File: config.mk
export PLATFORM = sky130hd
export DESIGN_NAME = lidar_packet_deframer
export DESIGN_NICKNAME = d
export VERILOG_FILES = /design/src/rtl/core/lpd_pkg.sv /design/src/rtl/core/lpd_front.sv /design/src/rtl/core/lpd_queue.sv /design/src/rtl/core/lpd_back.sv /design/src/rtl/core/lidar_packet_deframer.sv
export SDC_FILE = /design/constraint.sdc
export NUM_CORES = 1
export LEC_CHECK = 0
export BUFFER_PORTS_ARGS = -buffer_cell sky130_fd_sc_hd__buf_4
export CAP_MARGIN = 10
export CORE_MARGIN = 4
export CORE_UTILIZATION = 45
export CTS_CLUSTER_SIZE = 25
export DETAILED_ROUTE_END_ITERATION = 8
export GPL_TIMING_DRIVEN = 0
export MAX_ROUTING_LAYER = met4
export PLACE_DENSITY = 0.57
export SYNTH_ARGS = -nofsm -noshare
export SYNTH_HDL_FRONTEND = slang
export SYNTH_SLANG_ARGS = --single-unit
File: constraint.sdc
create_clock -name clk -period 19.5 [get_ports clk]
set_clock_uncertainty 0.05 [all_clocks]
set_input_delay 5.85 -clock clk [delete_from_list [all_inputs] [get_ports clk]]
set_output_delay 5.85 -clock clk [all_outputs]
set_load 0.01 [all_outputs]
File: src/rtl/core/lpd_pkg.sv
// ----------------------------------------------------------------------------
// lpd_pkg
// Shared constants and types of the lidar packet deframer.
// ----------------------------------------------------------------------------
package lpd_pkg;

    localparam int PACKET_BYTES       = 22;
    localparam int SAMPLES_PER_PACKET = 4;
    localparam int QUEUE_DEPTH        = 2;

    localparam int POS_W    = $clog2(PACKET_BYTES);
    localparam int SAMPLE_W = $clog2(SAMPLES_PER_PACKET);
    localparam int ANGLE_W  = 9;
    localparam int WORD_W   = 16;
    localparam int BYTE_W   = 8;

    localparam logic [POS_W-1:0]  LAST_POS    = POS_W'(PACKET_BYTES - 1);
    localparam logic [BYTE_W-1:0] START_BYTE  = 8'hFA;
    localparam logic [BYTE_W-1:0] INDEX_LOW   = 8'hA0;
    localparam logic [BYTE_W-1:0] INDEX_HIGH  = 8'hF9;
    localparam logic [WORD_W-1:0] RANGE_RESET = 16'd15000;

    localparam int SPEED_POS  = 2;
    localparam int SAMPLE_POS = 4;

    typedef struct packed {
        logic [ANGLE_W-1:0]                        angle_first;
        logic [WORD_W-1:0]                         speed;
        logic [SAMPLES_PER_PACKET-1:0][WORD_W-1:0] distance;
        logic [SAMPLES_PER_PACKET-1:0][WORD_W-1:0] refl;
    } pkt_t;

endpackage

File: src/rtl/core/lpd_front.sv
// ----------------------------------------------------------------------------
// lpd_front
// Hunts for the start byte, collects the packet bytes and pushes one
// decoded packet per good index.
// ----------------------------------------------------------------------------
module lpd_front
(
    input  logic                       clk,
    input  logic                       rst_n,
    input  logic                       in_valid,
    output logic                       in_stall,
    input  logic [lpd_pkg::BYTE_W-1:0] rx_byte,
    input  logic                       q_full,
    output logic                       q_push,
    output lpd_pkg::pkt_t              q_data
);

    logic [lpd_pkg::POS_W-1:0]  pos_reg;
    logic [lpd_pkg::POS_W-1:0]  pos_next;
    logic [lpd_pkg::BYTE_W-1:0] bytes_reg [lpd_pkg::PACKET_BYTES];
    logic                       accept;
    logic                       hunting;
    logic                       at_end;
    logic                       idx_ok;
    logic [lpd_pkg::BYTE_W-1:0] idx;
    logic [lpd_pkg::BYTE_W-1:0] idx_off;

    assign hunting  = (pos_reg == '0);
    assign at_end   = (pos_reg == lpd_pkg::LAST_POS);
    assign in_stall = at_end && q_full;
    assign accept   = in_valid && !in_stall;

    assign idx     = bytes_reg[1];
    assign idx_ok  = (idx >= lpd_pkg::INDEX_LOW) && (idx <= lpd_pkg::INDEX_HIGH);
    assign idx_off = idx - lpd_pkg::INDEX_LOW;
    assign q_push  = accept && at_end && idx_ok;

    always_comb
    begin
        pos_next = pos_reg;
        if (accept)
        begin
            if (hunting)
            begin
                if (rx_byte == lpd_pkg::START_BYTE)
                begin
                    pos_next = lpd_pkg::POS_W'(1);
                end
            end
            else if (at_end)
            begin
                pos_next = '0;
            end
            else
            begin
                pos_next = pos_reg + lpd_pkg::POS_W'(1);
            end
        end
    end

    always_comb
    begin
        q_data.angle_first = {idx_off[lpd_pkg::ANGLE_W-3:0], 2'b00};
        q_data.speed       = {bytes_reg[lpd_pkg::SPEED_POS+1], bytes_reg[lpd_pkg::SPEED_POS]};
        for (int i = 0; i < lpd_pkg::SAMPLES_PER_PACKET; i++)
        begin
            q_data.distance[i] = {bytes_reg[lpd_pkg::SAMPLE_POS + 4*i + 1],
                                  bytes_reg[lpd_pkg::SAMPLE_POS + 4*i]};
            q_data.refl[i]     = {bytes_reg[lpd_pkg::SAMPLE_POS + 4*i + 3],
                                  bytes_reg[lpd_pkg::SAMPLE_POS + 4*i + 2]};
        end
    end

    always_ff @(posedge clk or negedge rst_n)
    begin
        if (!rst_n)
        begin
            pos_reg <= '0;
        end
        else
        begin
            pos_reg <= pos_next;
        end
    end

    always_ff @(posedge clk)
    begin
        if (accept && (!hunting || rx_byte == lpd_pkg::START_BYTE))
        begin
            bytes_reg[pos_reg] <= rx_byte;
        end
    end

endmodule

File: src/rtl/core/lpd_queue.sv
// ----------------------------------------------------------------------------
// lpd_queue
// Short packet queue between the byte collector and the sample emitter.
// ----------------------------------------------------------------------------
module lpd_queue
#(
    parameter int DEPTH = lpd_pkg::QUEUE_DEPTH
)
(
    input  logic          clk,
    input  logic          rst_n,
    input  logic          push,
    input  lpd_pkg::pkt_t push_data,
    output logic          full,
    input  logic          pop,
    output logic          not_empty,
    output lpd_pkg::pkt_t head
);

    localparam int PTR_W = (DEPTH > 1) ? $clog2(DEPTH) : 1;
    localparam int CNT_W = $clog2(DEPTH + 1);

    lpd_pkg::pkt_t    mem_reg [DEPTH];
    logic [PTR_W-1:0] wr_ptr_reg;
    logic [PTR_W-1:0] wr_ptr_next;
    logic [PTR_W-1:0] rd_ptr_reg;
    logic [PTR_W-1:0] rd_ptr_next;
    logic [CNT_W-1:0] count_reg;
    logic [CNT_W-1:0] count_next;

    assign full      = (count_reg == CNT_W'(DEPTH));
    assign not_empty = (count_reg != '0);
    assign head      = mem_reg[rd_ptr_reg];

    always_comb
    begin
        wr_ptr_next = wr_ptr_reg;
        rd_ptr_next = rd_ptr_reg;
        count_next  = count_reg;
        if (push)
        begin
            wr_ptr_next = (wr_ptr_reg == PTR_W'(DEPTH - 1)) ? '0 : wr_ptr_reg + PTR_W'(1);
        end
        if (pop)
        begin
            rd_ptr_next = (rd_ptr_reg == PTR_W'(DEPTH - 1)) ? '0 : rd_ptr_reg + PTR_W'(1);
        end
        if (push && !pop)
        begin
            count_next = count_reg + CNT_W'(1);
        end
        else if (pop && !push)
        begin
            count_next = count_reg - CNT_W'(1);
        end
    end

    always_ff @(posedge clk or negedge rst_n)
    begin
        if (!rst_n)
        begin
            wr_ptr_reg <= '0;
            rd_ptr_reg <= '0;
            count_reg  <= '0;
        end
        else
        begin
            wr_ptr_reg <= wr_ptr_next;
            rd_ptr_reg <= rd_ptr_next;
            count_reg  <= count_next;
        end
    end

    always_ff @(posedge clk)
    begin
        if (push)
        begin
            mem_reg[wr_ptr_reg] <= push_data;
        end
    end

endmodule

File: src/rtl/core/lpd_back.sv
// ----------------------------------------------------------------------------
// lpd_back
// Walks the four samples of the head packet into the output register and
// holds the range limit.
// ----------------------------------------------------------------------------
module lpd_back
(
    input  logic                        clk,
    input  logic                        rst_n,
    input  logic                        cfg_wr_en,
    input  logic [lpd_pkg::WORD_W-1:0]  cfg_wr_data,
    input  logic                        q_not_empty,
    input  lpd_pkg::pkt_t               q_head,
    output logic                        q_pop,
    output logic                        out_valid,
    input  logic                        out_stall,
    output logic [lpd_pkg::ANGLE_W-1:0] angle_deg,
    output logic [lpd_pkg::WORD_W-1:0]  distance_mm,
    output logic [lpd_pkg::WORD_W-1:0]  reflection,
    output logic [lpd_pkg::WORD_W-1:0]  speed_raw,
    output logic                        sample_valid,
    output logic                        last
);

    localparam logic [lpd_pkg::SAMPLE_W-1:0] LAST_SAMPLE =
        lpd_pkg::SAMPLE_W'(lpd_pkg::SAMPLES_PER_PACKET - 1);

    logic [lpd_pkg::WORD_W-1:0]   max_range_reg;
    logic [lpd_pkg::SAMPLE_W-1:0] sample_reg;
    logic [lpd_pkg::SAMPLE_W-1:0] sample_next;
    logic                         out_valid_reg;
    logic                         out_valid_next;
    logic [lpd_pkg::ANGLE_W-1:0]  angle_reg;
    logic [lpd_pkg::WORD_W-1:0]   dist_reg;
    logic [lpd_pkg::WORD_W-1:0]   refl_reg;
    logic [lpd_pkg::WORD_W-1:0]   speed_reg;
    logic                         svalid_reg;
    logic                         last_reg;
    logic                         load;
    logic                         is_last;
    logic [lpd_pkg::WORD_W-1:0]   cur_dist;
    logic [lpd_pkg::WORD_W-1:0]   cur_refl;

    assign load     = q_not_empty && (!out_valid_reg || !out_stall);
    assign is_last  = (sample_reg == LAST_SAMPLE);
    assign q_pop    = load && is_last;
    assign cur_dist = q_head.distance[sample_reg];
    assign cur_refl = q_head.refl[sample_reg];

    always_comb
    begin
        sample_next    = sample_reg;
        out_valid_next = out_valid_reg && out_stall;
        if (load)
        begin
            out_valid_next = 1'b1;
            sample_next    = is_last ? '0 : sample_reg + lpd_pkg::SAMPLE_W'(1);
        end
    end

    always_ff @(posedge clk or negedge rst_n)
    begin
        if (!rst_n)
        begin
            max_range_reg <= lpd_pkg::RANGE_RESET;
            sample_reg    <= '0;
            out_valid_reg <= 1'b0;
        end
        else
        begin
            if (cfg_wr_en)
            begin
                max_range_reg <= cfg_wr_data;
            end
            sample_reg    <= sample_next;
            out_valid_reg <= out_valid_next;
        end
    end

    always_ff @(posedge clk)
    begin
        if (load)
        begin
            angle_reg  <= q_head.angle_first + lpd_pkg::ANGLE_W'(sample_reg);
            dist_reg   <= cur_dist;
            refl_reg   <= cur_refl;
            speed_reg  <= q_head.speed;
            svalid_reg <= (cur_refl != '0) && (cur_dist < max_range_reg);
            last_reg   <= is_last;
        end
    end

    assign out_valid    = out_valid_reg;
    assign angle_deg    = angle_reg;
    assign distance_mm  = dist_reg;
    assign reflection   = refl_reg;
    assign speed_raw    = speed_reg;
    assign sample_valid = svalid_reg;
    assign last         = last_reg;

endmodule

File: src/rtl/core/lidar_packet_deframer.sv
// ----------------------------------------------------------------------------
// lidar_packet_deframer
// Cuts the lidar byte stream into packets and emits four samples per packet.
// ----------------------------------------------------------------------------
// one byte accepted per cycle unless stalled; the finished packet is queued
// and its four samples enter the output register one per cycle, unless stalled
// the byte side stalls only on a packet's last byte while the packet queue
// is full; queue depth sets how many finished packets may wait
// reset clears the hunt position, the queue and the output valid, and loads
// the range limit with its default; packet bytes are not cleared
// ----------------------------------------------------------------------------
module lidar_packet_deframer
#(
    parameter int QUEUE_DEPTH = lpd_pkg::QUEUE_DEPTH
)
(
    input  logic                        clk,
    input  logic                        rst_n,
    input  logic                        cfg_wr_en,
    input  logic [lpd_pkg::WORD_W-1:0]  cfg_wr_data,
    input  logic                        in_valid,
    output logic                        in_stall,
    input  logic [lpd_pkg::BYTE_W-1:0]  rx_byte,
    output logic                        out_valid,
    input  logic                        out_stall,
    output logic [lpd_pkg::ANGLE_W-1:0] angle_deg,
    output logic [lpd_pkg::WORD_W-1:0]  distance_mm,
    output logic [lpd_pkg::WORD_W-1:0]  reflection,
    output logic [lpd_pkg::WORD_W-1:0]  speed_raw,
    output logic                        sample_valid,
    output logic                        last
);

    logic          q_full;
    logic          q_push;
    logic          q_pop;
    logic          q_not_empty;
    lpd_pkg::pkt_t q_in;
    lpd_pkg::pkt_t q_head;

    lpd_front u_front
    (
        .clk      (clk),
        .rst_n    (rst_n),
        .in_valid (in_valid),
        .in_stall (in_stall),
        .rx_byte  (rx_byte),
        .q_full   (q_full),
        .q_push   (q_push),
        .q_data   (q_in)
    );

    lpd_queue #(.DEPTH(QUEUE_DEPTH)) u_queue
    (
        .clk       (clk),
        .rst_n     (rst_n),
        .push      (q_push),
        .push_data (q_in),
        .full      (q_full),
        .pop       (q_pop),
        .not_empty (q_not_empty),
        .head      (q_head)
    );

    lpd_back u_back
    (
        .clk          (clk),
        .rst_n        (rst_n),
        .cfg_wr_en    (cfg_wr_en),
        .cfg_wr_data  (cfg_wr_data),
        .q_not_empty  (q_not_empty),
        .q_head       (q_head),
        .q_pop        (q_pop),
        .out_valid    (out_valid),
        .out_stall    (out_stall),
        .angle_deg    (angle_deg),
        .distance_mm  (distance_mm),
        .reflection   (reflection),
        .speed_raw    (speed_raw),
        .sample_valid (sample_valid),
        .last         (last)
    );

endmodule
* Word level (Yosys, flattened, before mapping)
Memory sizes are Yosys's and may differ from the RTL's.
Index checks and enable logic that the tools add are counted.
** Storage, ports and cells
- Bits in registers :: 87
- Bits in latches :: 0
- RAM bits :: 478
- Memory bits (read-only) :: 0
- Bits of input ports :: 29
- Output and inout bits :: 61
- Logic and storage cells :: 74
- Memories :: 2
** Operators by class
- $add $sub $neg :: 8
- Multipliers :: 0
- Div/mod/pow operators :: 0
- $lt $le $gt $ge :: 4
- Eq/ne operators :: 5
- Shifts and indexed selects :: 0
- Mux-type cells :: 17
- Bitwise logic cells :: 0
- Reductions and logical operators :: 25
** Memories
- u_queue.mem_reg :: words 2, width 151, rd ports 1, clocked after memory_dff 0, write ports 1, line lpd_queue.sv:23 : lpd_pkg::pkt_t mem_reg [DEPTH];
- u_front.bytes_reg :: words 22, width 8, rd ports 19, clocked after memory_dff 0, write ports 1, line lpd_front.sv:20 : logic [lpd_pkg::BYTE_W-1:0] bytes_reg [lpd_pkg::PACKET_BYTES];
** Operator list (number)
- binary-select mux 16 bit (select 2 bit) :: 2
- 2-to-1 mux 16 bit :: 2
- < comparator 16 bit :: 1
- nonzero test 16 bit :: 1
- 2-to-1 mux 5 bit :: 3
- logical AND 1 bit :: 12
- adder 9 x 2 -> 9 bit :: 1
- == test 8 bit, second input constant :: 1
- >= comparator 8 bit, second input constant :: 1
- <= comparator 8 bit, second input constant :: 1
- 2-to-1 mux 1 bit :: 7
- subtractor 7 x 6 -> 7 bit, second input constant :: 1
- logical NOT 1 bit :: 6
- 2-to-1 mux 2 bit :: 3
- adder 5 x 1 -> 5 bit, second input constant :: 1
- == test 5 bit, second input constant :: 1
- logical NOT 5 bit :: 1
- adder 2 x 1 -> 2 bit, second input constant :: 2
- == test 2 bit, second input constant :: 2
- nonzero test 2 bit :: 2
- < comparator 2 x 3 -> 1 bit, second input constant :: 1
- adder 1 bit, second input constant :: 2
- logical OR 1 bit :: 2
- != test 2 bit, second input constant :: 1
- other kinds (2) :: 2

* Depth between registers and ports, before layout
Gate-level depths: netlist (run 1).
- Word-level depth :: 10
- Gate-level depth with buffers :: 11
- Depth with buffers taken out :: 10

* Modules after synthesis
A second synthesis (run 1) with hierarchy kept.
** Unflattened totals
- Cells, all modules :: 967
- Area, all modules :: 20599.8 um^2
** By module, submodules not included
- lpd_queue :: times used 1, cells an instance 492, area an instance 11461.0 um^2, sequential area each 9288.9 um^2
- lpd_front :: times used 1, cells an instance 233, area an instance 5238.8 um^2, sequential area each 4689.5 um^2
- lpd_back :: times used 1, cells an instance 242, area an instance 3900.0 um^2, sequential area each 2255.9 um^2

* Worst setup path after synthesis (run 1)
OpenSTA, ideal clock, no wires.
- Path type :: input-to-reg
- Start point :: input port in_valid
- End point :: memory u_queue.mem_reg[0][0] (netlist name), enable pin
- Library setup time :: 0.846 ns
- Arrival time :: 16.395 ns
- Data required time :: 18.604 ns
- Path slack :: 2.209 ns
- Cell stages on the path :: 3
- Path buffers :: 0
- Cell sequence :: o31a_1 > o2111ai_1 > nor3_1
** On the way
- Longest elaborated chain between the ends :: 5
** RTL lines
- start, declared :: line lidar_packet_deframer.sv:21 : input logic in_valid,
- logical AND 1 bit :: line lpd_front.sv:31 : assign accept = in_valid && !in_stall;
- logical AND 1 bit (2 in series) :: line lpd_front.sv:36 : assign q_push = accept && at_end && idx_ok;
- 2-to-1 mux 1 bit :: line lpd_queue.sv:76 : if (push)
- 2-to-1 mux 1 bit (not written as such) :: line lpd_queue.sv:78 : mem_reg[wr_ptr_reg] <= push_data;
- end, declared :: line lpd_queue.sv:23
No other way between the ends.

* Final worst setup path (run 1)
- Start point :: input port rx_byte[3] (netlist name)
- End point :: memory u_front.bytes_reg[11][4] (netlist name), enable pin
** On the way
- Longest elaborated chain between the ends :: 5
** RTL lines
- start, declared :: line lidar_packet_deframer.sv:23 : input logic [lpd_pkg::BYTE_W-1:0] rx_byte,
- == test 8 bit :: line lpd_front.sv:88 : if (accept && (!hunting || rx_byte == lpd_pkg::START_BYTE))
- logical OR 1 bit :: line lpd_front.sv:88
- logical AND 1 bit :: line lpd_front.sv:88
- 2-to-1 mux 1 bit :: line lpd_front.sv:88
- 2-to-1 mux 1 bit (not written as such) :: line lpd_front.sv:90 : bytes_reg[pos_reg] <= rx_byte;
- end, declared :: line lpd_front.sv:20
No other way between the ends.

==> impl_summary.log, run 1 <==
INFO  metric outcome = finished, final reports clean
INFO  metric drtAntennaViolNets = 0
INFO  metric async_reset_ff_frac = 0.0518
INFO  metric gp_congestion = around 0.76
INFO  metric design.die.area = 47,100 um^2
INFO  metric drt_first_iter_violations = 598
INFO  metric critPathBufInv = 1
INFO  metric post_cts_repair_resize_count = 0
INFO  metric yosys.cell_count.top_type = sky130_fd_sc_hd__edfxtp_1
INFO  metric syn_to_final_growth = 17.6%
INFO  metric core_area = around 43,000 um^2
INFO  metric wire_per_inst = 21.6 um
INFO  metric boundaryPins = 90
INFO  metric fmaxAchievable = about 120 MHz
INFO  metric timing_worst_slew_pin_value = between 1 and 1.5 ns
INFO  metric yosysSeqAreaShare = 0.820
INFO  metric report.final.setup_viol = 0
INFO  metric die_w = around 220 um
INFO  metric crit_type = in -> reg
INFO  metric synthesis.instances = between 900 and 1,000
INFO  metric dp_hpwl = between 20,000 and 25,000 um
INFO  metric power_switching = ~850 uW
INFO  metric overall_power = roughly 3.2 mW
INFO  metric max_stage_delay = ~0.9 ns
INFO  metric routed-via-count = about 9,000
INFO  metric critPathLaunchType = input port
INFO  metric synthesis.area_per_instance = between 20 and 25 um^2
INFO  metric number_of_flip_flops_under_the_largest_register_name = roughly 300
INFO  metric yosysWarningCount = 0
INFO  metric stdcell_count = approximately 1,700
INFO  metric fin_area = ~23,000 um^2
INFO  metric antenna_violations_before_repair = 1
INFO  metric cellLeakagePower = roughly 8 nW
INFO  metric timing.hold.worst.class = reg -> reg
INFO  metric worst_path_max_delay_cell = sky130_fd_sc_hd__nor2_1
INFO  metric cap_violations = 0
INFO  metric clk-insertion-delay-late = around 0.58 ns
INFO  metric post-route-period-util = 0.413
INFO  metric proportion_of_netlist_area_held_by_the_largest_area_contributor = 0.784
INFO  metric worst_slew_margin_rel = 0.262
INFO  metric slew_viol_final = 0
INFO  metric post-route-drc-count = 0
INFO  metric post_cts.repair.setup_buffers = 0
INFO  metric clkSinkCount = 541
INFO  metric drt-total-wl = about 37,000 um
INFO  metric layout.nets = roughly 1,100
INFO  metric initial_utilization = 0.456
INFO  metric placed_cells = 1,612
INFO  metric clock_tree.buffer_depth = 3
INFO  metric floorplan.die.height = 217 um
INFO  metric ir_drop = approximately 0.085 mV
INFO  metric min_period = 8.05 ns
INFO  metric gr-total-overflow = 0
INFO  metric comb_power_share = 0.231
INFO  metric clock_tree.htree_level_count = 2
INFO  metric synth_top_cell_by_area = sky130_fd_sc_hd__edfxtp_1
INFO  metric internal-power = ~2.3 mW
INFO  metric worst_path_dominant_cell_family = simple AND/OR/NAND/NOR gates
INFO  metric yosys-top-cells-area = sky130_fd_sc_hd__edfxtp_1, sky130_fd_sc_hd__mux4_2, sky130_fd_sc_hd__mux2i_1, sky130_fd_sc_hd__dfrtp_1, sky130_fd_sc_hd__mux2_2
INFO  metric cp_common_cell = sky130_fd_sc_hd__nor2_1
INFO  metric antenna-diode-count = 0
INFO  metric root_buffer = sky130_fd_sc_hd__clkbuf_16
INFO  metric syn-num-nets = 967
INFO  metric cts_tree = built
INFO  metric worst-endpoint-required = between 15 and 20 ns
INFO  metric critical_path.cell_chain = buf_4, or4bb_1, nor2_1, o21a_1, nand2_1, nor2_1
INFO  metric cp_data_arrival_time = slightly above 8 ns
INFO  metric unrepaired_setup_endpoints_after_global_routing = no
INFO  metric power_density = 139 nW/um^2
INFO  metric clockPowerShare = 0.317
INFO  metric detail_route.first_pass.iterations = 4
INFO  metric worst_setup_path_end_kind = flip-flop
INFO  metric via_per_inst = roughly 5.1
INFO  metric layout-drive-gt1-share = 0.268
INFO  metric synthesis.area = 19,700 um^2
INFO  metric power.share.sequential = 0.452
INFO  metric cts.reportedPaths.clkPinSlew = around 0.060 ns
INFO  metric placed_area = 21,400 um^2
INFO  metric ys_ff_latch = between 500 and 600
INFO  metric timing.final.hold_violations = 0
INFO  metric grt_pass1_vias = between 9,000 and 10,000
INFO  metric cts_hold_buffers = 0
INFO  metric critical_path_peak_fanout = 20
INFO  metric synth_edf_count = about 510
INFO  metric grt_pass1_wl = about 56,000 um
INFO  metric switching_share = 0.266
INFO  metric yosys.cell_types.count = 40
INFO  metric numCtsBuffers = 55
INFO  metric pin_count_of_the_biggest_net_entering_global_routing = 63
INFO  metric synth_top_cells_by_count = sky130_fd_sc_hd__edfxtp_1, sky130_fd_sc_hd__mux2i_1, sky130_fd_sc_hd__mux4_2
INFO  metric io_buffer_count = 89
INFO  metric row_count = between 70 and 80
INFO  metric synth-main-ff-cell = sky130_fd_sc_hd__edfxtp_1
INFO  metric grt_usage = 0.165
-- layer usage --
metal | wire length, um | up-vias | global-route usage
met3 | 1790 | 54 | 0.0314
met1 | 16800 | 4523 | 0.227
li1 | - | 3980 | -
met2 | 17800 | 187 | 0.256
met5 | 0 | - | -
met4 | 689 | 0 | 0.0462
-- placed cells by master, fill, tap and decap left out, drive strengths merged, types with 2 or more instances in the layout --
cell / synthesis / final
nor4: 2 / 2
a211oi: 2 / 2
edfxtp: 513 / 513
ha: 21 / 21
nand4: 8 / 8
clkinvlp: 0 / 4
xnor2: 4 / 4
mux2i: 64 / 64
nand3: 5 / 5
clkinv: 0 / 26
nand2: 32 / 32
dfstp: 7 / 7
nor2: 31 / 31
dfrtp: 21 / 21
xor2: 2 / 2
inv: 36 / 37
o21ai: 26 / 26
mux2: 42 / 42
mux4: 48 / 48
buf: 18 / 128
a21oi: 7 / 7
nand3b: 3 / 3
nor3: 2 / 2
bufinv: 0 / 5
clkbuf: 10 / 75
-- power groups by stage --
| stage | Sequential [mW] | Clock [mW] | Combinational [mW] |
|---|---|---|---|
| after floorplan | 1.50 | 0 | 0.447 |
| after global placement | 1.48 | 0 | 0.741 |
| after detailed placement | 1.47 | 0 | 0.758 |
| after CTS | 1.45 | 1.05 | 0.762 |
| after global routing | 1.46 | 1.10 | 0.807 |
| final | 1.45 | 1.02 | 0.741 |
-- cells by family after synthesis --
| family | share of synthesized area |
|---|---|
| xor+xnor | 0.00267 |
| fa+ha+maj | 0.0134 |
| simple gates | 0.0204 |
| buf+inv | 0.0191 |
| compound gates | 0.0124 |
| mux | 0.112 |
| flops | 0.820 |
-- worst paths after layout --
check                                          from                  endpoint  slack [ns]  cells past startpoint
setup / recovery                         rx_byte[3]  u_front.bytes_reg[11][4]       11.45                      6
hold / removal             u_front.bytes_reg[18][6]    u_queue.mem_reg[0][54]        0.39                      0
setup reg to reg               u_back.sample_reg[1]       u_back.sample_valid       15.40                     10
hold reg to reg            u_front.bytes_reg[18][6]    u_queue.mem_reg[0][54]        0.39                      0
max in group asynchronous                     rst_n  u_back.max_range_reg[11]       13.89                      1
min in group asynchronous                     rst_n   u_back.max_range_reg[0]        5.16                      1
-- per-stage QoR --
step / hold WS [ns] / worst slack, ns / setup TNS, ns / utilization
after global placement: 0.372 / -4.83 / -727.44 / 0.489
after CTS: 0.385 / 11.39 / 0 / 0.537
final: 0.386 / 11.45 / 0 / 0.537
after global routing: 0.399 / 11.26 / 0 / 0.537
after detailed placement: 0.380 / 10.77 / 0 / 0.496
after floorplan: 0.371 / 2.21 / 0 / -
-- cell type report --
| class | count | area [um^2] |
|---|---|---|
| clock buffers | 65 | 1460 |
| plain buffers | 28 | 240 |
| inverters | 36 | 135 |
| clock inverters | 36 | 304 |
| well taps | 585 | 732 |
| repair buffers | 110 | 956 |
| multi-input cells | 312 | 3180 |
| fillers | 3373 | 20000 |
| flip-flops and latches | 541 | 16100 |
(Power assumes the default switching activity.)
==> run 2, diff against run 1 <==
- PLACE_DENSITY: 0.57 -> 0.6
- clock period: 19.5 -> 7.3 ns (I/O delays scaled with it)
==> run 2 against run 1 <==
Compared with the run above:
- design area fell by 0.36%
- clock-buffer cell count fell by 4
- sequential cell count is the same
- critical endpoint is now u_front.bytes_reg[11][2]
- largest power group unchanged
- clock power grew to 2.5 times the previous value
==> impl_summary.log, run 2 (synthesis gave the netlist of run 1 again) <==
INFO  metric outcome = finished, final reports clean
INFO  metric num-fill-cells = between 3,000 and 4,000
INFO  metric antenna-diode-count = 0
INFO  metric core_area = around 43,000 um^2
INFO  metric boundaryPins = 90
INFO  metric min_period = about 4.5 ns
INFO  metric root_buffer = sky130_fd_sc_hd__clkbuf_16
INFO  metric critical_path_peak_fanout = 20
INFO  metric layout_commonest_cell = sky130_fd_sc_hd__edfxtp_1
INFO  metric gr-total-overflow = 0
INFO  metric drt_first_iter_violations = about 680
INFO  metric die_w = roughly 220 um
INFO  metric cts.reportedPaths.clkPinSlew = about 0.060 ns
INFO  metric fin_ws = between 2 and 3 ns
INFO  metric timing.hold.worst.class = reg -> reg
INFO  metric r2r_end = u_back.sample_valid
INFO  metric post-route-drc-count = 0
INFO  metric clk-insertion-delay-late = 0.59 ns
INFO  metric grt_pass1_wl = about 56,000 um
INFO  metric gp_congestion = between 0.7 and 0.8
INFO  metric slew_viol_final = 0
INFO  metric stdcell_count = between 1,500 and 2,000
INFO  metric routed-via-count = between 8,000 and 9,000
INFO  metric ff2ff_path_depth = 10
INFO  metric clkSinkCount = approximately 540
INFO  metric io_buffer_count = 89
INFO  metric floorplan.die.height = 217 um
INFO  metric post_cts_repair_resize_count = 0
INFO  metric post-route-period-util = 0.613
INFO  metric cts_tree = built
INFO  metric placed_area = about 21,000 um^2
INFO  metric number_of_flip_flops_under_the_largest_register_name = ~300
INFO  metric post_cts.repair.setup_buffers = 0
INFO  metric antenna_violations_before_repair = 0
INFO  metric drt-total-wl = roughly 37,000 um
INFO  metric timing.final.hold_violations = 0
INFO  metric detail_route.first_pass.iterations = 4
INFO  metric numCtsBuffers = 53
INFO  metric clock_tree.htree_level_count = 2
INFO  metric timing.reg2reg.setup_slack = around 3.3 ns
INFO  metric pin_count_of_the_biggest_net_entering_global_routing = 58
INFO  metric design.die.area = 47,100 um^2
INFO  metric fin_area = between 20,000 and 25,000 um^2
INFO  metric worst-endpoint-required = roughly 7.4 ns
INFO  metric power_density = about 370 nW/um^2
INFO  metric syn_to_final_growth = 17.2%
INFO  metric timing.rr.start = u_back.sample_reg[1]
INFO  metric layout.cells.most_common_list = sky130_fd_sc_hd__edfxtp_1, sky130_fd_sc_hd__buf_4, sky130_fd_sc_hd__mux2i_1
INFO  metric layout-drive-gt1-share = 0.263
INFO  metric cts_hold_buffers = 0
INFO  metric via_per_inst = 5.18
INFO  metric crit_type = in -> reg
INFO  metric initial_utilization = 0.456
INFO  metric timing.hold.worst.start = u_front.bytes_reg[10][1]
INFO  metric dp_hpwl = 22,800 um
INFO  metric critPathLaunchType = input port
INFO  metric worst_setup_path_end_kind = flip-flop
INFO  metric drtAntennaViolNets = 0
INFO  metric wire_per_inst = between 20 and 25 um
INFO  metric grt_pass1_vias = 9,280
INFO  metric crit_end = u_front.bytes_reg[11][2]
INFO  metric layout.nets = 1,126
INFO  metric cellLeakagePower = approximately 7.9 nW
INFO  metric report.final.setup_viol = 0
INFO  metric timing_worst_slew_pin_value = around 1.2 ns
INFO  metric fmaxAchievable = about 220 MHz
INFO  metric clock_tree.buffer_depth = 3
INFO  metric cap_violations = 0
INFO  metric unrepaired_setup_endpoints_after_global_routing = no
INFO  metric row_count = between 70 and 80
INFO  metric worst_slew_margin_rel = 0.198
INFO  metric grt_usage = 0.162
INFO  metric cp_data_arrival_time = about 4.6 ns
INFO  metric crit_path_start = rx_byte[3]
INFO  metric ir_drop = about 0.2 mV
INFO  metric pre_cts_slack = roughly 2.2 ns
INFO  metric placed_cells = ~1,600
==> run 2: how the worst min path moves through the flow <==
| stage | to | slack, ns | depth (start not counted) |
|---|---|---|---|
| 4_1_cts | u_queue.mem_reg[0][80] | 0.39 | 0 |
| 5_1_grt | u_queue.mem_reg[1][50] | 0.40 | 0 |
| 2_1_floorplan | u_queue.mem_reg[0][0] | 0.37 | 0 |
| 6_report | u_queue.mem_reg[0][17] | 0.39 | 0 |
| 3_3_place_gp | u_queue.mem_reg[1][143] | 0.37 | 0 |
| 3_5_place_dp | u_queue.mem_reg[0][82] | 0.38 | 0 |
==> run 2: report_power, final <==
part | leakage [nW] | switching (mW) | total (mW) | internal [mW]
sequential | 4.98 | 0.107 | 3.86 | 3.75
clock | 0.806 | 1.12 | 2.56 | 1.44
combinational | 2.08 | 1.06 | 1.99 | 0.929
total | 7.86 | 2.29 | 8.41 | 6.12
==> run 2: final cells by class <==
type	count	area, um^2	area share
Buffer	28	240	0.0104
Clock buffer	61	1360	0.0589
Clock inverter	38	282	0.0122
Inverter	36	135	0.00587
Multi-Input combinational cell	312	3190	0.138
Sequential cell	541	16100	0.700
Tap cell	585	732	0.0318
Timing Repair Buffer	104	988	0.0429
==> run 2: metal layers <==
metal	vias to the layer above	share of wire	track usage
met5	-	0	-
met4	0	0.020	0.0469
met3	56	0.046	0.0246
met2	216	0.50	0.263
met1	4593	0.44	0.217
li1	3974	-	-
==> run 2: metrics by stage <==
stage / TNS (ns) / total power, mW / hold slack [ns] / utilization
2_1_floorplan: 0 / 5.19 / 0.371 / -
3_3_place_gp: -651.41 / 5.92 / 0.372 / 0.489
3_5_place_dp: 0 / 5.96 / 0.379 / 0.497
4_1_cts: 0 / 8.54 / 0.392 / 0.535
5_1_grt: 0 / 8.81 / 0.399 / 0.535
6_report: 0 / 8.41 / 0.390 / 0.535
==> run 2: worst max-delay path, cell delays in order <==
cell and delay, ns:
sky130_fd_sc_hd__buf_4 0.30, sky130_fd_sc_hd__or4bb_1 0.51, sky130_fd_sc_hd__nor2_1 0.14, sky130_fd_sc_hd__o21a_1 0.27
sky130_fd_sc_hd__nand2_1 0.24, sky130_fd_sc_hd__nor2_1 0.96
==> run 3, diff against run 2 <==
- PLACE_DENSITY: 0.6 -> 0.57
- clock period: 7.3 -> 4.18 ns (I/O delays scaled with it)
==> run 3 against run 2 <==
Compared with the run above:
- design area rose by 0.59%
- critical path depth rose by 4
- wire length hardly changed
- largest cell class unchanged
==> impl_summary.log, run 3 (synthesis gave the netlist of run 1 again) <==
INFO  metric io_buffer_count = 89
INFO  metric drt-total-wl = 37,000 um
INFO  metric worst_setup_path_end_kind = flip-flop
INFO  metric dp_hpwl = approximately 22,000 um
INFO  metric clk-insertion-delay-late = between 0.5 and 0.6 ns
INFO  metric cap_violations = 0
INFO  metric overall_power = 14.9 mW
INFO  metric drt_first_iter_violations = between 500 and 600
INFO  metric layout_commonest_cell = sky130_fd_sc_hd__edfxtp_1
INFO  metric ff2ff_path_depth = 10
INFO  metric antenna-diode-count = 0
INFO  metric crit_type = reg -> reg
INFO  metric drtAntennaViolNets = 0
INFO  metric fmaxAchievable = around 260 MHz
INFO  metric post-route-drc-count = 0
INFO  metric grt_usage = 0.164
INFO  metric routed-via-count = between 8,000 and 9,000
INFO  metric clkSinkCount = between 500 and 600
INFO  metric pin_count_of_the_biggest_net_entering_global_routing = 56
INFO  metric cts_tree = built
INFO  metric power_density = about 640 nW/um^2
INFO  metric gp_congestion = between 0.7 and 0.8
INFO  metric root_buffer = sky130_fd_sc_hd__clkbuf_16
INFO  metric layout.nets = roughly 1,100
INFO  metric report.final.setup_viol = 0
INFO  metric critical_path_peak_fanout = 10
INFO  metric postLayoutCoreUtil = 0.538
INFO  metric critPathLaunchType = flip-flop
INFO  metric via_per_inst = 5.04
INFO  metric ir_drop = roughly 0.34 mV
INFO  metric min_period = about 3.8 ns
INFO  metric slew_viol_final = 0
INFO  metric numCtsBuffers = between 50 and 60
INFO  metric outcome = finished, final reports clean
INFO  metric layout.cells.most_common_list = sky130_fd_sc_hd__edfxtp_1, sky130_fd_sc_hd__buf_4, sky130_fd_sc_hd__mux2i_1
INFO  metric area_used_by_sequential_logic_in_the_layout = 16,100 um^2
INFO  metric syn_to_final_growth = 17.9%
INFO  metric boundaryPins = 90
INFO  metric cp_data_arrival_time = 4.04 ns
INFO  metric timing.final.hold_violations = 0
INFO  metric grt_pass1_vias = ~9,000
INFO  metric fin_area = between 20,000 and 25,000 um^2
INFO  metric number_of_flip_flops_under_the_largest_register_name = a little over 300
INFO  metric placed_cells = 1,606
INFO  metric timing_worst_slew_pin_value = roughly 1.1 ns
INFO  metric clock_tree.buffer_depth = 3
INFO  metric clock_tree.htree_level_count = 2
INFO  metric worst-endpoint-required = between 4 and 5 ns
INFO  metric num-fill-cells = 3,312
INFO  metric row_count = 76
INFO  metric stdcell_count = 1,708
INFO  metric antenna_violations_before_repair = 1
INFO  metric worst_slew_margin_rel = 0.245
INFO  metric core_area = approximately 43,000 um^2
INFO  metric cts.reportedPaths.clkPinSlew = approximately 0.06 ns
INFO  metric die_w = 217 um
INFO  metric design.die.area = approximately 47,000 um^2
INFO  metric grt_pass1_wl = about 56,000 um
INFO  metric floorplan.die.height = roughly 220 um
INFO  metric timing.hold.worst.class = reg -> reg
INFO  metric final.hold.worst_slack = just under 0.4 ns
INFO  metric initial_utilization = 0.456
INFO  metric gr-total-overflow = 0
INFO  metric post-route-period-util = 0.909
INFO  metric min_delay_path_depth = 0
INFO  metric layout-drive-gt1-share = 0.268
INFO  metric wire_per_inst = 21.7 um
INFO  metric detail_route.first_pass.iterations = 5
INFO  metric multi_input_comb_area = 3190 um^2
INFO  metric cellLeakagePower = 7.92 nW
INFO  metric unrepaired_setup_endpoints_after_global_routing = no
INFO  metric placed_area = roughly 21,000 um^2
-- run 3: changes by cell type in the layout (fill, tap and decap cells not counted), moves of 2 or more --
cell                         before  now
sky130_fd_sc_hd__clkinv_8         2    0
sky130_fd_sc_hd__clkbuf_16       53   55
sky130_fd_sc_hd__buf_16           8   10
sky130_fd_sc_hd__clkbuf_2         0    5
sky130_fd_sc_hd__clkinv_2        14   10
sky130_fd_sc_hd__inv_6            1    3
sky130_fd_sc_hd__buf_1            2    0
sky130_fd_sc_hd__clkinvlp_4       2    4
sky130_fd_sc_hd__bufinv_16        3    5
-- run 3: where the power goes --
part | internal (mW) | switching, mW
Clock | 2.72 | 1.97
Sequential | 6.56 | 0.183
Combinational | 1.63 | 1.85
-- run 3: area by class of cell --
| type | instances | area share |
|---|---|---|
| buffer | 28 | 0.0106 |
| tap | 585 | 0.0316 |
| sequential | 541 | 0.695 |
| timing repair buffer | 104 | 0.0442 |
| inverter | 36 | 0.00583 |
| multi-input combinational | 312 | 0.138 |
| clock buffer | 66 | 0.0612 |
| clock inverter | 36 | 0.0133 |
-- run 3: worst max-delay path, cell delays in order (launching register included) --
cell and delay (ns):
sky130_fd_sc_hd__dfrtp_1 0.37, sky130_fd_sc_hd__clkbuf_1 0.39, sky130_fd_sc_hd__clkbuf_2 0.46, sky130_fd_sc_hd__clkbuf_2 0.43
sky130_fd_sc_hd__mux2_2 0.42, sky130_fd_sc_hd__ha_1 0.32, sky130_fd_sc_hd__nand4_1 0.14, sky130_fd_sc_hd__a211oi_1 0.19
sky130_fd_sc_hd__o21ai_1 0.16, sky130_fd_sc_hd__a2111oi_0 0.47, sky130_fd_sc_hd__nor4_1 0.10
-- run 3: through the flow --
step	setup slack (ns)	TNS, ns
final	0.380	0
after global routing	0.126	0
after CTS	0.0142	0
after detailed placement	-0.192	-0.192
after global placement	-4.19	-716.57
after floorplan	-1.55	-234.74
-- run 3: path summary, 6_finish.rpt --
path / slack, ns / startpoint / end
worst max-delay path: 0.38 / u_back.sample_reg[1] / u_back.sample_valid
worst min-delay path: 0.39 / u_front.bytes_reg[4][7] / u_queue.mem_reg[0][71]
worst max register to register: 0.38 / u_back.sample_reg[1] / u_back.sample_valid
worst min register to register: 0.39 / u_front.bytes_reg[4][7] / u_queue.mem_reg[0][71]
max in group asynchronous: 3.17 / rst_n / u_back.max_range_reg[9]
min in group asynchronous: 0.56 / rst_n / u_back.max_range_reg[0]
-- run 3: what timing repair did --
action | in CTS | in global routing
gates resized for setup | 1 | 7
pin swaps | 0 | 0
setup endpoints to repair | 1 | 1
hold buffers | 0 | 0
buffers inserted | 0 | 0
cloned | 0 | 0
-- run 3: metal layers --
metal / up-vias / wire length (um) / share of wire / track usage
li1: 3962 / - / - / -
met2: 160 / 18200 / 0.49 / 0.261
met1: 4442 / 16700 / 0.45 / 0.227
met5: - / 0 / 0 / -
met3: 50 / 1530 / 0.041 / 0.0265
met4: 0 / 654 / 0.018 / 0.0426
